### config.mk
export PLATFORM = sky130hd
export DESIGN_NAME = utf8_validating_decoder_core
export DESIGN_NICKNAME = d
export VERILOG_FILES = /design/src/sv/u8vd_pkg.sv /design/src/sv/u8vd_front.sv /design/src/sv/u8vd_queue.sv /design/src/sv/u8vd_back.sv /design/src/sv/utf8_validating_decoder_core.sv
export SDC_FILE = /design/constraint.sdc
export NUM_CORES = 1
export LEC_CHECK = 0
export ABC_AREA = 1
export BUFFER_PORTS_ARGS = -buffer_cell sky130_fd_sc_hd__buf_4
export CELL_PAD_IN_SITES_DETAIL_PLACEMENT = 0
export CELL_PAD_IN_SITES_GLOBAL_PLACEMENT = 1
export CORE_MARGIN = 3
export CORE_UTILIZATION = 45
export DETAILED_ROUTE_END_ITERATION = 12
export PLACE_DENSITY_LB_ADDON = 0.1
export SYNTH_ARGS = -nofsm -noshare
export SYNTH_HDL_FRONTEND = slang
export SYNTH_SLANG_ARGS = --single-unit
### constraint.sdc
create_clock -name i_clk -period 8 [get_ports i_clk]
set_input_delay 0 -clock i_clk [delete_from_list [all_inputs] [get_ports i_clk]]
set_output_delay 0 -clock i_clk [all_outputs]
set_load 0.02 [all_outputs]
### src/sv/u8vd_pkg.sv
// Shared types and constants for the UTF-8 validating decoder.
// Used by the front end, the command queue, the back end and the top level.
package u8vd_pkg;

    // Lead byte ranges.
    localparam logic [7:0] ASCII_LIMIT = 8'h80;
    localparam logic [7:0] LEAD2_LO    = 8'hC2;
    localparam logic [7:0] LEAD2_HI    = 8'hDF;
    localparam logic [7:0] LEAD3_LO    = 8'hE0;
    localparam logic [7:0] LEAD3_HI    = 8'hEF;
    localparam logic [7:0] LEAD4_LO    = 8'hF0;
    localparam logic [7:0] LEAD4_HI    = 8'hF4;

    // Continuation byte ranges, including the narrowed second-byte ranges.
    localparam logic [7:0] CONT_LO     = 8'h80;
    localparam logic [7:0] CONT_HI     = 8'hBF;
    localparam logic [7:0] LEAD_E0     = 8'hE0;
    localparam logic [7:0] LEAD_ED     = 8'hED;
    localparam logic [7:0] LEAD_F0     = 8'hF0;
    localparam logic [7:0] LEAD_F4     = 8'hF4;
    localparam logic [7:0] E0_CONT_LO  = 8'hA0;
    localparam logic [7:0] ED_CONT_HI  = 8'h9F;
    localparam logic [7:0] F0_CONT_LO  = 8'h90;
    localparam logic [7:0] F4_CONT_HI  = 8'h8F;
    localparam logic [7:0] CONT_MASK   = 8'h3F;
    localparam logic [7:0] LINE_FEED   = 8'h0A;

    localparam int CP_W        = 21;
    localparam int LEN_W       = 3;
    localparam int TOTAL_W     = 32;
    localparam int IN_TDATA_W  = 8;
    localparam int OUT_TDATA_W = 160;
    localparam int QUEUE_DEPTH = 4;

    // One classified byte: a run of results, all errors except possibly the
    // last one, which may be a valid character.
    typedef struct packed {
        logic [1:0]       n_m1;       // number of results minus one
        logic             last_valid; // last result is a valid character
        logic [CP_W-1:0]  cp;
        logic [LEN_W-1:0] len;
        logic             nl;         // newline, counted with the last result
    } t_cmd;

endpackage

### src/sv/u8vd_front.sv
// Front end of the UTF-8 decoder: accepts bytes, tracks the open sequence
// and turns each byte that gives results into a result command. Depends on u8vd_pkg.
module u8vd_front import u8vd_pkg::*; (
    input  logic        i_clk,
    input  logic        i_rst_n,
    input  logic        i_valid,
    input  logic [7:0]  i_data,
    input  logic        i_last,
    output logic        o_ready,
    input  logic        i_full,
    output logic        o_push,
    output t_cmd        o_cmd
);

    logic [1:0]      r_pend, n_pend;
    logic [2:0]      r_len, n_len;
    logic [7:0]      r_lead, n_lead;
    logic [CP_W-1:0] r_accum, n_accum;

    logic            accept;
    logic            open_seq;
    logic            fits;
    logic [7:0]      lo, hi;
    logic [CP_W-1:0] acc_sh;
    logic [1:0]      pend_dec;
    logic [2:0]      held_now, held_after, pre, n_res;
    logic            is_ascii, is_l2, is_l3, is_l4;
    t_cmd            cmd;

    assign o_ready = !i_full;
    assign accept  = i_valid && o_ready;

    always_comb begin
        open_seq   = (r_len != 3'd0);
        lo         = CONT_LO;
        hi         = CONT_HI;
        // The second byte of some leads has a narrower range.
        if (({1'b0, r_pend} + 3'd1) == r_len) begin
            if (r_lead == LEAD_E0) begin
                lo = E0_CONT_LO;
            end else if (r_lead == LEAD_ED) begin
                hi = ED_CONT_HI;
            end else if (r_lead == LEAD_F0) begin
                lo = F0_CONT_LO;
            end else if (r_lead == LEAD_F4) begin
                hi = F4_CONT_HI;
            end
        end
        fits       = (i_data >= lo) && (i_data <= hi);
        acc_sh     = {r_accum[CP_W-7:0], i_data[5:0]};
        pend_dec   = r_pend - 2'd1;
        held_now   = r_len - 3'd1 - {1'b0, r_pend};
        held_after = r_len - 3'd1 - {1'b0, pend_dec};
        is_ascii   = (i_data < ASCII_LIMIT);
        is_l2      = (i_data >= LEAD2_LO) && (i_data <= LEAD2_HI);
        is_l3      = (i_data >= LEAD3_LO) && (i_data <= LEAD3_HI);
        is_l4      = (i_data >= LEAD4_LO) && (i_data <= LEAD4_HI);

        n_pend  = 2'd0;
        n_len   = 3'd0;
        n_lead  = 8'd0;
        n_accum = '0;
        n_res   = 3'd0;
        pre     = 3'd0;
        cmd     = '0;

        if (open_seq && fits) begin
            if (pend_dec == 2'd0) begin
                n_res          = 3'd1;
                cmd.last_valid = 1'b1;
                cmd.cp         = acc_sh;
                cmd.len        = r_len;
            end else if (i_last) begin
                // Stream ends inside the sequence: lead plus held bytes.
                n_res = held_after + 3'd1;
            end else begin
                n_pend  = pend_dec;
                n_len   = r_len;
                n_lead  = r_lead;
                n_accum = acc_sh;
            end
        end else begin
            // A rejected sequence gives one error for the lead and one for
            // each held continuation byte, then the byte is scanned as a lead.
            if (open_seq) begin
                pre = held_now + 3'd1;
            end
            if (is_ascii) begin
                n_res          = pre + 3'd1;
                cmd.last_valid = 1'b1;
                cmd.cp         = CP_W'(i_data);
                cmd.len        = 3'd1;
                cmd.nl         = (i_data == LINE_FEED);
            end else if (is_l2 || is_l3 || is_l4) begin
                if (i_last) begin
                    n_res = pre + 3'd1;
                end else begin
                    n_res  = pre;
                    n_lead = i_data;
                    if (is_l2) begin
                        n_len   = 3'd2;
                        n_pend  = 2'd1;
                        n_accum = CP_W'(i_data[4:0]);
                    end else if (is_l3) begin
                        n_len   = 3'd3;
                        n_pend  = 2'd2;
                        n_accum = CP_W'(i_data[3:0]);
                    end else begin
                        n_len   = 3'd4;
                        n_pend  = 2'd3;
                        n_accum = CP_W'(i_data[2:0]);
                    end
                end
            end else begin
                n_res = pre + 3'd1;
            end
        end
        cmd.n_m1 = 2'(n_res - 3'd1);
    end

    assign o_push = accept && (n_res != 3'd0);
    assign o_cmd  = cmd;

    always_ff @(posedge i_clk) begin
        if (!i_rst_n) begin
            r_pend  <= 2'd0;
            r_len   <= 3'd0;
            r_lead  <= 8'd0;
            r_accum <= '0;
        end else if (accept) begin
            r_pend  <= n_pend;
            r_len   <= n_len;
            r_lead  <= n_lead;
            r_accum <= n_accum;
        end
    end

endmodule

### src/sv/u8vd_queue.sv
// Short command queue between the decoder front end and back end.
// Depends on u8vd_pkg for the command type and depth.
module u8vd_queue import u8vd_pkg::*; (
    input  logic i_clk,
    input  logic i_rst_n,
    input  logic i_push,
    input  t_cmd i_cmd,
    output logic o_full,
    input  logic i_pop,
    output logic o_valid,
    output t_cmd o_head
);

    localparam int PTR_W = $clog2(QUEUE_DEPTH);

    t_cmd             r_mem [QUEUE_DEPTH];
    logic [PTR_W-1:0] r_wr, r_rd;
    logic [PTR_W:0]   r_count;
    logic             do_pop;

    assign o_full  = (r_count == (PTR_W+1)'(QUEUE_DEPTH));
    assign o_valid = (r_count != '0);
    assign o_head  = r_mem[r_rd];
    assign do_pop  = i_pop && o_valid;

    always_ff @(posedge i_clk) begin
        if (i_push) begin
            r_mem[r_wr] <= i_cmd;
        end
    end

    always_ff @(posedge i_clk) begin
        if (!i_rst_n) begin
            r_wr    <= '0;
            r_rd    <= '0;
            r_count <= '0;
        end else begin
            if (i_push) begin
                r_wr <= r_wr + 1'b1;
            end
            if (do_pop) begin
                r_rd <= r_rd + 1'b1;
            end
            if (i_push && !do_pop) begin
                r_count <= r_count + 1'b1;
            end else if (!i_push && do_pop) begin
                r_count <= r_count - 1'b1;
            end
        end
    end

endmodule

### src/sv/u8vd_back.sv
// Back end of the UTF-8 decoder: expands each command into result words,
// keeps the saturating totals and holds the output register. Uses u8vd_pkg.
module u8vd_back import u8vd_pkg::*; #(
    parameter int COUNT_WIDTH = 32
) (
    input  logic                   i_clk,
    input  logic                   i_rst_n,
    input  logic                   i_valid,
    input  t_cmd                   i_cmd,
    output logic                   o_pop,
    output logic                   o_valid,
    input  logic                   i_ready,
    output logic                   o_is_error,
    output logic [CP_W-1:0]        o_code_point,
    output logic [LEN_W-1:0]       o_char_length,
    output logic                   o_run_last,
    output logic [TOTAL_W-1:0]     o_line_total,
    output logic [TOTAL_W-1:0]     o_multibyte_total,
    output logic [TOTAL_W-1:0]     o_char_total,
    output logic [TOTAL_W-1:0]     o_error_total
);

    logic [1:0]             r_idx;
    logic                   r_ovalid;
    logic [COUNT_WIDTH-1:0] r_lines, r_multi, r_chars, r_errs;
    logic [COUNT_WIDTH-1:0] n_lines, n_multi, n_chars, n_errs;
    logic                   load, is_last, res_valid;

    assign load      = i_valid && (!r_ovalid || i_ready);
    assign is_last   = (r_idx == i_cmd.n_m1);
    assign res_valid = is_last && i_cmd.last_valid;
    assign o_pop     = load && is_last;
    assign o_valid   = r_ovalid;

    always_comb begin
        n_lines = r_lines;
        n_multi = r_multi;
        n_errs  = r_errs;
        n_chars = (r_chars == '1) ? r_chars : r_chars + 1'b1;
        if (is_last && i_cmd.nl && (r_lines != '1)) begin
            n_lines = r_lines + 1'b1;
        end
        if (!res_valid) begin
            if (r_errs != '1) begin
                n_errs = r_errs + 1'b1;
            end
        end else if ((i_cmd.len > 3'd1) && (r_multi != '1)) begin
            n_multi = r_multi + 1'b1;
        end
    end

    always_ff @(posedge i_clk) begin
        if (!i_rst_n) begin
            r_idx    <= 2'd0;
            r_ovalid <= 1'b0;
            r_lines  <= '0;
            r_multi  <= '0;
            r_chars  <= '0;
            r_errs   <= '0;
        end else if (load) begin
            r_idx    <= is_last ? 2'd0 : r_idx + 2'd1;
            r_ovalid <= 1'b1;
            r_lines  <= n_lines;
            r_multi  <= n_multi;
            r_chars  <= n_chars;
            r_errs   <= n_errs;
        end else if (i_ready) begin
            r_ovalid <= 1'b0;
        end
    end

    always_ff @(posedge i_clk) begin
        if (load) begin
            o_is_error        <= !res_valid;
            o_code_point      <= res_valid ? i_cmd.cp : '0;
            o_char_length     <= res_valid ? i_cmd.len : '0;
            o_run_last        <= is_last;
            o_line_total      <= TOTAL_W'(n_lines);
            o_multibyte_total <= TOTAL_W'(n_multi);
            o_char_total      <= TOTAL_W'(n_chars);
            o_error_total     <= TOTAL_W'(n_errs);
        end
    end

endmodule

### src/sv/utf8_validating_decoder_core.sv
// Strict UTF-8 validating decoder, top level.
// Byte stream in on the slave side, one result word per lead position out on
// the master side. Each accepted byte gives zero to four result words; tlast
// on the master side marks the last word caused by one input byte. Input
// tlast marks the end of the stream: an open sequence is flushed as errors.
// A word carries an error flag, the code point and its length (zero on
// error), and saturating totals of newlines, multibyte characters, lead
// positions and errors, counted up to and including that word.
// The first word of a byte reaches the master side through the command
// queue and then the output register. The front end takes one byte per cycle
// while the queue is not full; the back end sends one word per cycle while the
// receiver keeps tready high, so a byte that gives several words holds the
// back end until all of them are sent, and a four-entry command queue between
// them absorbs short error bursts before tready drops.
// Reset (i_rst_n low at a clock edge) closes any open sequence, empties the
// queue and output register and clears all totals.
// When the receiver holds tready low, the current word stays on the master
// side; the queue fills and then the slave side stops accepting bytes.
// Depends on u8vd_pkg, u8vd_front, u8vd_queue and u8vd_back.
module utf8_validating_decoder_core import u8vd_pkg::*; #(
    parameter int COUNT_WIDTH = 32
) (
    input  logic                   i_clk,
    input  logic                   i_rst_n,
    input  logic                   i_s_axis_tvalid,
    output logic                   o_s_axis_tready,
    // [7:0] data_byte
    input  logic [IN_TDATA_W-1:0]  i_s_axis_tdata,
    input  logic                   i_s_axis_tlast,   // stream_end
    output logic                   o_m_axis_tvalid,
    input  logic                   i_m_axis_tready,
    // [0] is_error, [21:1] code_point, [24:22] char_length,
    // [56:25] line_total, [88:57] multibyte_total, [120:89] char_total,
    // [152:121] error_total, [159:153] zero
    output logic [OUT_TDATA_W-1:0] o_m_axis_tdata,
    output logic                   o_m_axis_tlast    // run_last
);

    localparam int PAD_W = OUT_TDATA_W - 1 - CP_W - LEN_W - 4 * TOTAL_W;

    logic               full, push, pop, q_valid;
    t_cmd               push_cmd, head_cmd;
    logic               is_error;
    logic [CP_W-1:0]    code_point;
    logic [LEN_W-1:0]   char_length;
    logic [TOTAL_W-1:0] line_total, multibyte_total, char_total, error_total;

    u8vd_front u_front (
        .i_clk   (i_clk),
        .i_rst_n (i_rst_n),
        .i_valid (i_s_axis_tvalid),
        .i_data  (i_s_axis_tdata),
        .i_last  (i_s_axis_tlast),
        .o_ready (o_s_axis_tready),
        .i_full  (full),
        .o_push  (push),
        .o_cmd   (push_cmd)
    );

    u8vd_queue u_queue (
        .i_clk   (i_clk),
        .i_rst_n (i_rst_n),
        .i_push  (push),
        .i_cmd   (push_cmd),
        .o_full  (full),
        .i_pop   (pop),
        .o_valid (q_valid),
        .o_head  (head_cmd)
    );

    u8vd_back #(
        .COUNT_WIDTH (COUNT_WIDTH)
    ) u_back (
        .i_clk             (i_clk),
        .i_rst_n           (i_rst_n),
        .i_valid           (q_valid),
        .i_cmd             (head_cmd),
        .o_pop             (pop),
        .o_valid           (o_m_axis_tvalid),
        .i_ready           (i_m_axis_tready),
        .o_is_error        (is_error),
        .o_code_point      (code_point),
        .o_char_length     (char_length),
        .o_run_last        (o_m_axis_tlast),
        .o_line_total      (line_total),
        .o_multibyte_total (multibyte_total),
        .o_char_total      (char_total),
        .o_error_total     (error_total)
    );

    assign o_m_axis_tdata = {{PAD_W{1'b0}}, error_total, char_total, multibyte_total,
                             line_total, char_length, code_point, is_error};

endmodule

==> results of run 1 <==
[layout make-up]
type,count,area share
Clock buffer,68,0.05397
Clock inverter,22,0.01117
Inverter,338,0.05051
Multi-Input combinational cell,1889,0.3447
Sequential cell,434,0.4484
Tap cell,615,0.03039
Timing Repair Buffer,198,0.06088
[stage by stage]
step,setup WS (ns),hold slack [ns],cell area (um2),cells,total power [mW]
6_report,3.402,0.2403,25320,3564,10.28
3_5_place_dp,3.448,0.3193,23500,3457,8.067
4_1_cts,3.411,0.2082,25320,3564,10.39
3_3_place_gp,3.504,0.3189,23500,3457,7.985
5_1_grt,2.875,0.2439,25320,3564,11.03
2_1_floorplan,1.978,0.1499,21920,2773,6.759
[cell usage in the layout (no fill, tap or decap), types with 9 or more instances in the layout]
cell,count
dfxtp_1,167
o21ai_2,11
nand4_1,18
nor2_1,320
ha_1,25
nor3_1,60
nand2_1,819
nand3_1,187
clkbuf_16,48
edfxtp_1,266
o21ai_0,118
clkbuf_1,11
dlygate4sd3_1,17
inv_1,328
o21ai_1,51
buf_4,180
clkbuf_8,9
xor2_1,46
a21oi_1,153
[report_power, final]
part	internal [mW]	switching, mW	leakage, nW
Combinational	1.28	2.66	6.33
Sequential	3.44	0.606	3.97
Clock	1.33	0.951	0.787
Total	6.06	4.22	11.1
[worst reg2reg max path, delay by kind of cell, from the launching register on]
kind	cells	cell delay, ns
flip-flops	1	0.40
adder cells (fa/ha/maj)	5	1.23
buffers and inverters	7	0.64
AND/OR/NAND/NOR	9	1.45
AO/OA/AOI/OAI	7	0.77
[worst paths after layout]
| path | endpoint | slack (ns) | startpoint | depth (start not counted) |
|---|---|---|---|---|
| setup / recovery | u_queue.r_count[2]$_SDFFE_PN0P_ | 3.40 | u_front.r_pend[0]$_SDFFE_PN0P_ | 28 |
| hold / removal | u_front.r_lead[4]$_SDFFE_PN0P_ | 0.24 | i_s_axis_tdata[4] | 4 |
| setup reg to reg | u_queue.r_count[2]$_SDFFE_PN0P_ | 3.40 | u_front.r_pend[0]$_SDFFE_PN0P_ | 28 |
| hold reg to reg | u_front.r_lead[6]$_SDFFE_PN0P_ | 0.47 | u_front.r_lead[6]$_SDFFE_PN0P_ | 2 |
[logic make-up (layout without fill, tap and decap cells)]
family,count (synthesis),count (layout),synth area share
AOI/OAI and AO/OA,360,360,0.08850
xor gates and xnor gates,55,55,0.02268
adders and majority gates,26,26,0.01520
buffers and inverters,450,626,0.08536
DFF,434,434,0.5183
other,1,7,0.0001712
and+or+nand+nor,1441,1441,0.2697
[flip-flops by register name, indices dropped and copies added, names as in the netlist, named ones only]
signal                    flops
u_back.o_char_length          3
u_back.r_multi               32
u_back.o_error_total         32
u_back.o_code_point          21
u_front.r_pend                2
u_back.o_line_total          32
u_front.r_accum              15
u_back.o_valid                1
u_back.r_errs                32
u_queue.r_mem               112
u_front.r_lead                8
u_queue.r_wr                  2
u_back.o_multibyte_total     32
u_back.r_lines               32
u_back.r_idx                  2
u_back.o_is_error             1
u_front.r_len                 3
u_back.r_chars               32
u_queue.r_rd                  2
u_queue.r_count               3
u_back.o_char_total          32
u_back.o_run_last             1
[layer usage]
metal  routed length [um]  GRT usage  up-vias
met4                 1047    0.05459        0
met2                27710     0.3818      330
met3                 2728    0.04337       78
li1                     -          -     9222
met5                    0          0        -
met1                26120     0.2903     8572
[timing repair]
action,4_1_cts,5_1_grt
hold endpoints to repair,88,0
setup endpoints to repair,0,0
hold buffers,17,0
==> results.py, run 1 <==
metrics = {
    "yosys": {
        "ys_types": 46,
        "synth_edf_count": 266,
        "ys.flop_type": "edfxtp_1",
        "netlist_area_um2": 21900,
        "yosys_register_bits": 434,
        "yosys_warnings": 0,
        "synthTopCellsByArea": "edfxtp_1, dfxtp_1, nand2_1",
        "synth_top_cell_area_share": 0.3648,
        "synth_top_area_cell": "edfxtp_1",
        "async_flop_share": 0,
        "synth.top_cells.by_count": "nand2_1, inv_1, nor2_1, edfxtp_1, nand3_1",
        "yosysSeqAreaShare": 0.5183,
        "yosysMostFrequentCell": "nand2_1",
        "syn_area_per_cell_um2": 7.914,
        "synthCells": 2767,
    },
    "final_layout": {
        "drive_gt1_frac": 0.1048,
        "layout.nets": 2948,
        "area_delta_synth_final_pct": 15.62,
        "insertedDiodeCount": 0,
        "regArea_um2": 11350,
        "fill_cells": 4541,
        "utilization": 0.5281,
        "multi_input_area_um2": 8727,
    },
    "placement": {
        "portBuffers": 168,
        "gp_congestion": 0.8772,
        "place_hpwl_mm": 38.83,
    },
    "route": {
        "drc_errors": 0,
        "ant_nets": 0,
        "vias_per_cell": 5.107,
        "vias": 18200,
        "wl_per_cell_um": 16.17,
        "drt-pass1-iter-count": 5,
        "wirelength_mm": 57.61,
        "drt_iter0_drc": 1198,
    },
    "timing": {
        "period_needed_ns": 4.598,
        "max_freq_ghz": 0.2175,
        "final.setup.tns_ns": 0,
        "fin_worst_skew_ns": 0.02328,
        "hold_violations": 0,
        "finalSetupViolCount": 0,
        "maxSlewViolCount": 0,
        "slew_headroom": 0.2687,
        "finalCritPeriodShare": 0.5747,
        "tightest_slew_ns": 1.097,
        "grt_setup_unrepaired": "no",
    },
    "floorplan": {
        "start_util": 0.4567,
        "die-area_um2": 51350,
        "die_w_um": 226.6,
        "core_um2": 47950,
        "die_h_um": 226.6,
        "io_pins": 176,
        "num_rows": 80,
    },
    "clocking": {
        "cts_sinks": 434,
        "ctsRootBufferMaster": "clkbuf_16",
        "cts_setup_buffers": 0,
        "cts.path.max_buffers": 3,
        "cts_buffers": 48,
        "post_cts_resize_count": 0,
        "cts_max_level": 2,
        "clkTransAtPathRegs_ns": 0.06,
        "cts_tree": "built",
        "clk_latency_ns": 0.62,
    },
    "run_status": {
        "status": "completed",
    },
    "setup_path": {
        "cp-end-kind": "flop",
        "cpLargestDelayFamily": "simple AND/OR/NAND/NOR gates",
        "cp_num_buf_inv": 7,
        "critical_path.most_common_cell": "inv_1",
        "worstSetupPathType": "reg2reg",
        "critPathArrivalTime_ns": 5.08,
        "crit_fanout": 10,
        "setup.worst_path.start_class": "flop",
        "critPathSlowestCell": "nor4_1",
        "max_stage_delay_ns": 0.56,
        "crit_required_ns": 8.48,
    },
    "flow_run": {
        "cap_violations": 0,
    },
    "grt": {
        "grt-ovfl-total": 0,
        "grt_max_degree": 143,
        "grt_pass1_vias": 17380,
        "antenna_found_initial": 0,
        "grt_usage": 0.2224,
        "grt_pass1_wl_mm": 91.39,
    },
    "pwr": {
        "power_density_nw_per_um2": 406.0,
        "leakage_nw": 11.09,
        "irDropWorstVdd_mv": 0.3215,
    },
    "worst_hold_path": {
        "worstHoldPathType": "in2reg",
    },
}
Power figures use the tool's default switching activity.
==> inputs of run 2 (changes only) <==
--- a/config.mk
+++ b/config.mk
@@ -5,12 +5,12 @@
 export SDC_FILE = /design/constraint.sdc
 export NUM_CORES = 1
 export LEC_CHECK = 0
-export ABC_AREA = 1
+export ABC_AREA = 0
 export BUFFER_PORTS_ARGS = -buffer_cell sky130_fd_sc_hd__buf_4
 export CELL_PAD_IN_SITES_DETAIL_PLACEMENT = 0
 export CELL_PAD_IN_SITES_GLOBAL_PLACEMENT = 1
 export CORE_MARGIN = 3
-export CORE_UTILIZATION = 45
+export CORE_UTILIZATION = 48
 export DETAILED_ROUTE_END_ITERATION = 12
 export PLACE_DENSITY_LB_ADDON = 0.1
 export SYNTH_ARGS = -nofsm -noshare
==> constraint.sdc (replaced) <==
create_clock -name i_clk -period 4.8 [get_ports i_clk]
set_input_delay 0 -clock i_clk [delete_from_list [all_inputs] [get_ports i_clk]]
set_output_delay 0 -clock i_clk [all_outputs]
set_load 0.02 [all_outputs]
==> results.py, run 2 <==
metrics = {
    "run_status": {
        "status": "completed",
    },
    "setup_path": {
        "cp_num_buf_inv": 3,
        "crit_fanout": 5,
        "setup.worst_path.start_class": "flop",
        "critPathArrivalTime_ns": 4.99,
        "worstReg2RegEnd": "u_queue.r_count[2]$_SDFFE_PN0P_",
        "worstSetupPathType": "reg2reg",
        "crit_required_ns": 5.30,
        "crit_chain": "inv_1 -> ha_1 -> xnor2_1 -> nor4_2 -> and2_1 -> nand2_1 -> nor2_1 -> ha_1 -> nand2b_1 -> o21ai_1 -> a21oi_4 -> buf_4 -> nor3_2 -> a211oi_1 -> ha_1 -> o31ai_1 -> o31ai_1 -> a31oi_1 -> ha_2 -> inv_1 -> fa_1 -> xor2_1 -> or3_1 -> a21oi_1",
        "worstRegToRegCells": 24,
        "r2r_slack_ns": 0.31,
        "critPathSlowestCell": "dfxtp_1",
        "max_stage_delay_ns": 0.38,
        "critical_path.most_common_cell": "ha_1",
        "cp-end-kind": "flop",
        "cpLargestDelayFamily": "adder cells",
        "r2r-start": "u_front.r_pend[1]$_SDFFE_PN0P_",
    },
    "placement": {
        "gp_congestion": 0.8260,
        "portBuffers": 168,
        "dpl.cell_count": 2361,
        "place_hpwl_mm": 28.58,
    },
    "pwr": {
        "irDropWorstVdd_mv": 0.5513,
        "leakage_nw": 8.341,
        "power_density_nw_per_um2": 528.1,
    },
    "worst_hold_path": {
        "whs_path_depth": 3,
        "hold_path_end": "u_front.r_accum[1]$_SDFFE_PN0P_",
        "worstHoldPathType": "in2reg",
        "min_from": "i_s_axis_tdata[1]",
    },
    "yosys": {
        "yosysMostFrequentCell": "edfxtp_1",
        "synth.top_cells.by_count": "edfxtp_1, nand2_1, dfxtp_1, nor2_1, xor2_1",
        "ys.flop_type": "edfxtp_1",
        "async_flop_share": 0,
        "synthTopCellsByArea": "edfxtp_1, dfxtp_1, xor2_1",
        "synth_top_cell_area_share": 0.4074,
        "yosys_warnings": 0,
        "syn_area_per_cell_um2": 11.29,
        "yosys_register_bits": 434,
        "synthCells": 1736,
        "synth_top_area_cell": "edfxtp_1",
        "yosysSeqAreaShare": 0.5789,
        "netlist_area_um2": 19610,
        "synth_edf_count": 266,
        "ys_types": 69,
    },
    "flow_run": {
        "cap_violations": 0,
    },
    "final_layout": {
        "final_cell_mix": "edfxtp_1, buf_4, nand2_1",
        "layout_commonest_cell": "edfxtp_1",
        "area_delta_synth_final_pct": 18.01,
        "largest_reg_flops": 112,
        "top_register": "u_queue.r_mem",
        "insertedDiodeCount": 0,
        "drive_gt1_frac": 0.1716,
        "layout.nets": 1940,
        "utilization": 0.5784,
        "instances_no_fill": 2465,
    },
    "grt": {
        "grt-ovfl-total": 0,
        "grt_usage": 0.1975,
        "antenna_found_initial": 0,
        "grt_pass1_wl_mm": 70.20,
        "grt_max_degree": 89,
        "grt_pass1_vias": 12970,
    },
    "timing": {
        "finalCritPeriodShare": 0.9348,
        "maxSlewViolCount": 0,
        "slew_headroom": 0.3759,
        "hold_violations": 0,
        "tightest_slew_ns": 0.9275,
        "fin_worst_skew_ns": 0.01779,
        "period_needed_ns": 4.487,
        "finalSetupViolCount": 0,
        "max_freq_ghz": 0.2229,
    },
    "route": {
        "drt_iter0_drc": 729,
        "vias": 13390,
        "vias_per_cell": 5.433,
        "drc_errors": 0,
        "drt-pass1-iter-count": 5,
        "wl_per_cell_um": 17.40,
        "wirelength_mm": 42.89,
        "ant_nets": 0,
    },
    "floorplan": {
        "die-area_um2": 43310,
        "num_rows": 73,
        "start_util": 0.4901,
        "io_pins": 176,
        "die_w_um": 208.1,
        "die_h_um": 208.1,
        "core_um2": 40010,
    },
    "clocking": {
        "clk_latency_ns": 0.59,
        "cts.path.max_buffers": 3,
        "cts_buffers": 47,
        "clkTransAtPathRegs_ns": 0.06,
        "cts_sinks": 434,
        "cts_tree": "built",
        "ctsRootBufferMaster": "clkbuf_16",
        "cts_max_level": 2,
    },
}
-- run 2: changes by cell type after synthesis, sizes merged, moves of 86 or more --
| cell | delta |
|---|---|
| nand2 | -654 |
| inv | -304 |
| nor2 | -174 |
| o21ai | -130 |
| nand3 | -115 |
| a21oi | -86 |
-- run 2: per-layer routing --
layer | global-route usage | wire, um
met5 | 0 | 0
met4 | 0.06185 | 990
met3 | 0.02925 | 1771
met2 | 0.3322 | 21130
met1 | 0.2662 | 19000
-- run 2: power breakdown --
group,leakage [nW],switching [mW],internal (mW)
clock network,0.739,1.47,2.07
registers,3.96,0.277,4.97
logic,3.64,2.29,1.14
-- run 2: repair_timing --
item                                    4_1_cts  5_1_grt
pin swaps                                     0        4
gates resized for setup                       1        7
endpoints found under the hold margin        68        0
setup buffers                                 0        1
endpoints found under the setup margin        1        2
hold buffers                                 15        0
cloned                                        0        0
-- run 2: stage by stage --
stage	hold slack, ns	worst slack (ns)	cell area (um2)	setup TNS (ns)	power, mW
floorplan	0.1258	0.05976	19640	0	7.400
global placement	0.2840	0.1526	21400	0	8.769
detailed placement	0.2960	0.02365	21400	0	8.822
CTS	0.2074	0.1443	23090	0	12.41
global route	0.2449	-0.03187	23140	-0.03187	12.82
finish	0.2452	0.3131	23140	0	12.22
-- run 2: worst max path at each step --
stage	startpoint	endpoint	slack (ns)	cells past startpoint
after floorplan	u_front.r_pend[0]$_SDFFE_PN0P_	u_queue.r_count[2]$_SDFFE_PN0P_	0.06	23
after global placement	u_front.r_pend[0]$_SDFFE_PN0P_	u_queue.r_count[2]$_SDFFE_PN0P_	0.15	24
after detailed placement	u_front.r_pend[0]$_SDFFE_PN0P_	u_queue.r_count[2]$_SDFFE_PN0P_	0.02	24
after CTS	u_front.r_pend[0]$_SDFFE_PN0P_	u_queue.r_count[2]$_SDFFE_PN0P_	0.14	24
after global routing	u_front.r_pend[1]$_SDFFE_PN0P_	u_queue.r_count[2]$_SDFFE_PN0P_	-0.03	24
final	u_front.r_pend[1]$_SDFFE_PN0P_	u_queue.r_count[2]$_SDFFE_PN0P_	0.31	24
-- run 2: worst register-to-register path, cell delays in order, from the launching register on --
cell      delay [ns]
dfxtp_1         0.38
inv_1           0.06
ha_1            0.32
xnor2_1         0.16
nor4_2          0.25
and2_1          0.20
nand2_1         0.07
nor2_1          0.11
ha_1            0.13
nand2b_1        0.06
o21ai_1         0.20
a21oi_4         0.10
buf_4           0.16
nor3_2          0.20
a211oi_1        0.10
ha_1            0.23
o31ai_1         0.07
o31ai_1         0.09
a31oi_1         0.22
ha_2            0.24
inv_1           0.05
fa_1            0.37
xor2_1          0.17
or3_1           0.30
a21oi_1         0.16
-- run 2: cell type report --
type | instances | area (um2)
fill | 3459 | 16870
tap | 525 | 656.9
clock buffer | 63 | 1296
inverter | 34 | 136.4
sequential | 434 | 11350
timing repair buffer | 208 | 1662
clock inverter | 25 | 241.5
multi-input combinational | 1176 | 7792
-- run 2: cells by family (layout without fill, tap and decap cells) --
family                   after synthesis  count (layout)  share of synthesized area
AO/OA/AOI/OAI                        192             192                    0.06088
XOR/XNOR                             185             185                    0.08264
adder cells (fa/ha/maj)               26              26                    0.01697
buffers and inverters                132             330                    0.02852
flip-flops                           434             434                     0.5789
multiplexers                          55              55                    0.04614
other                                  1               7                  0.0001913
AND/OR/NAND/NOR                      711             711                     0.1858
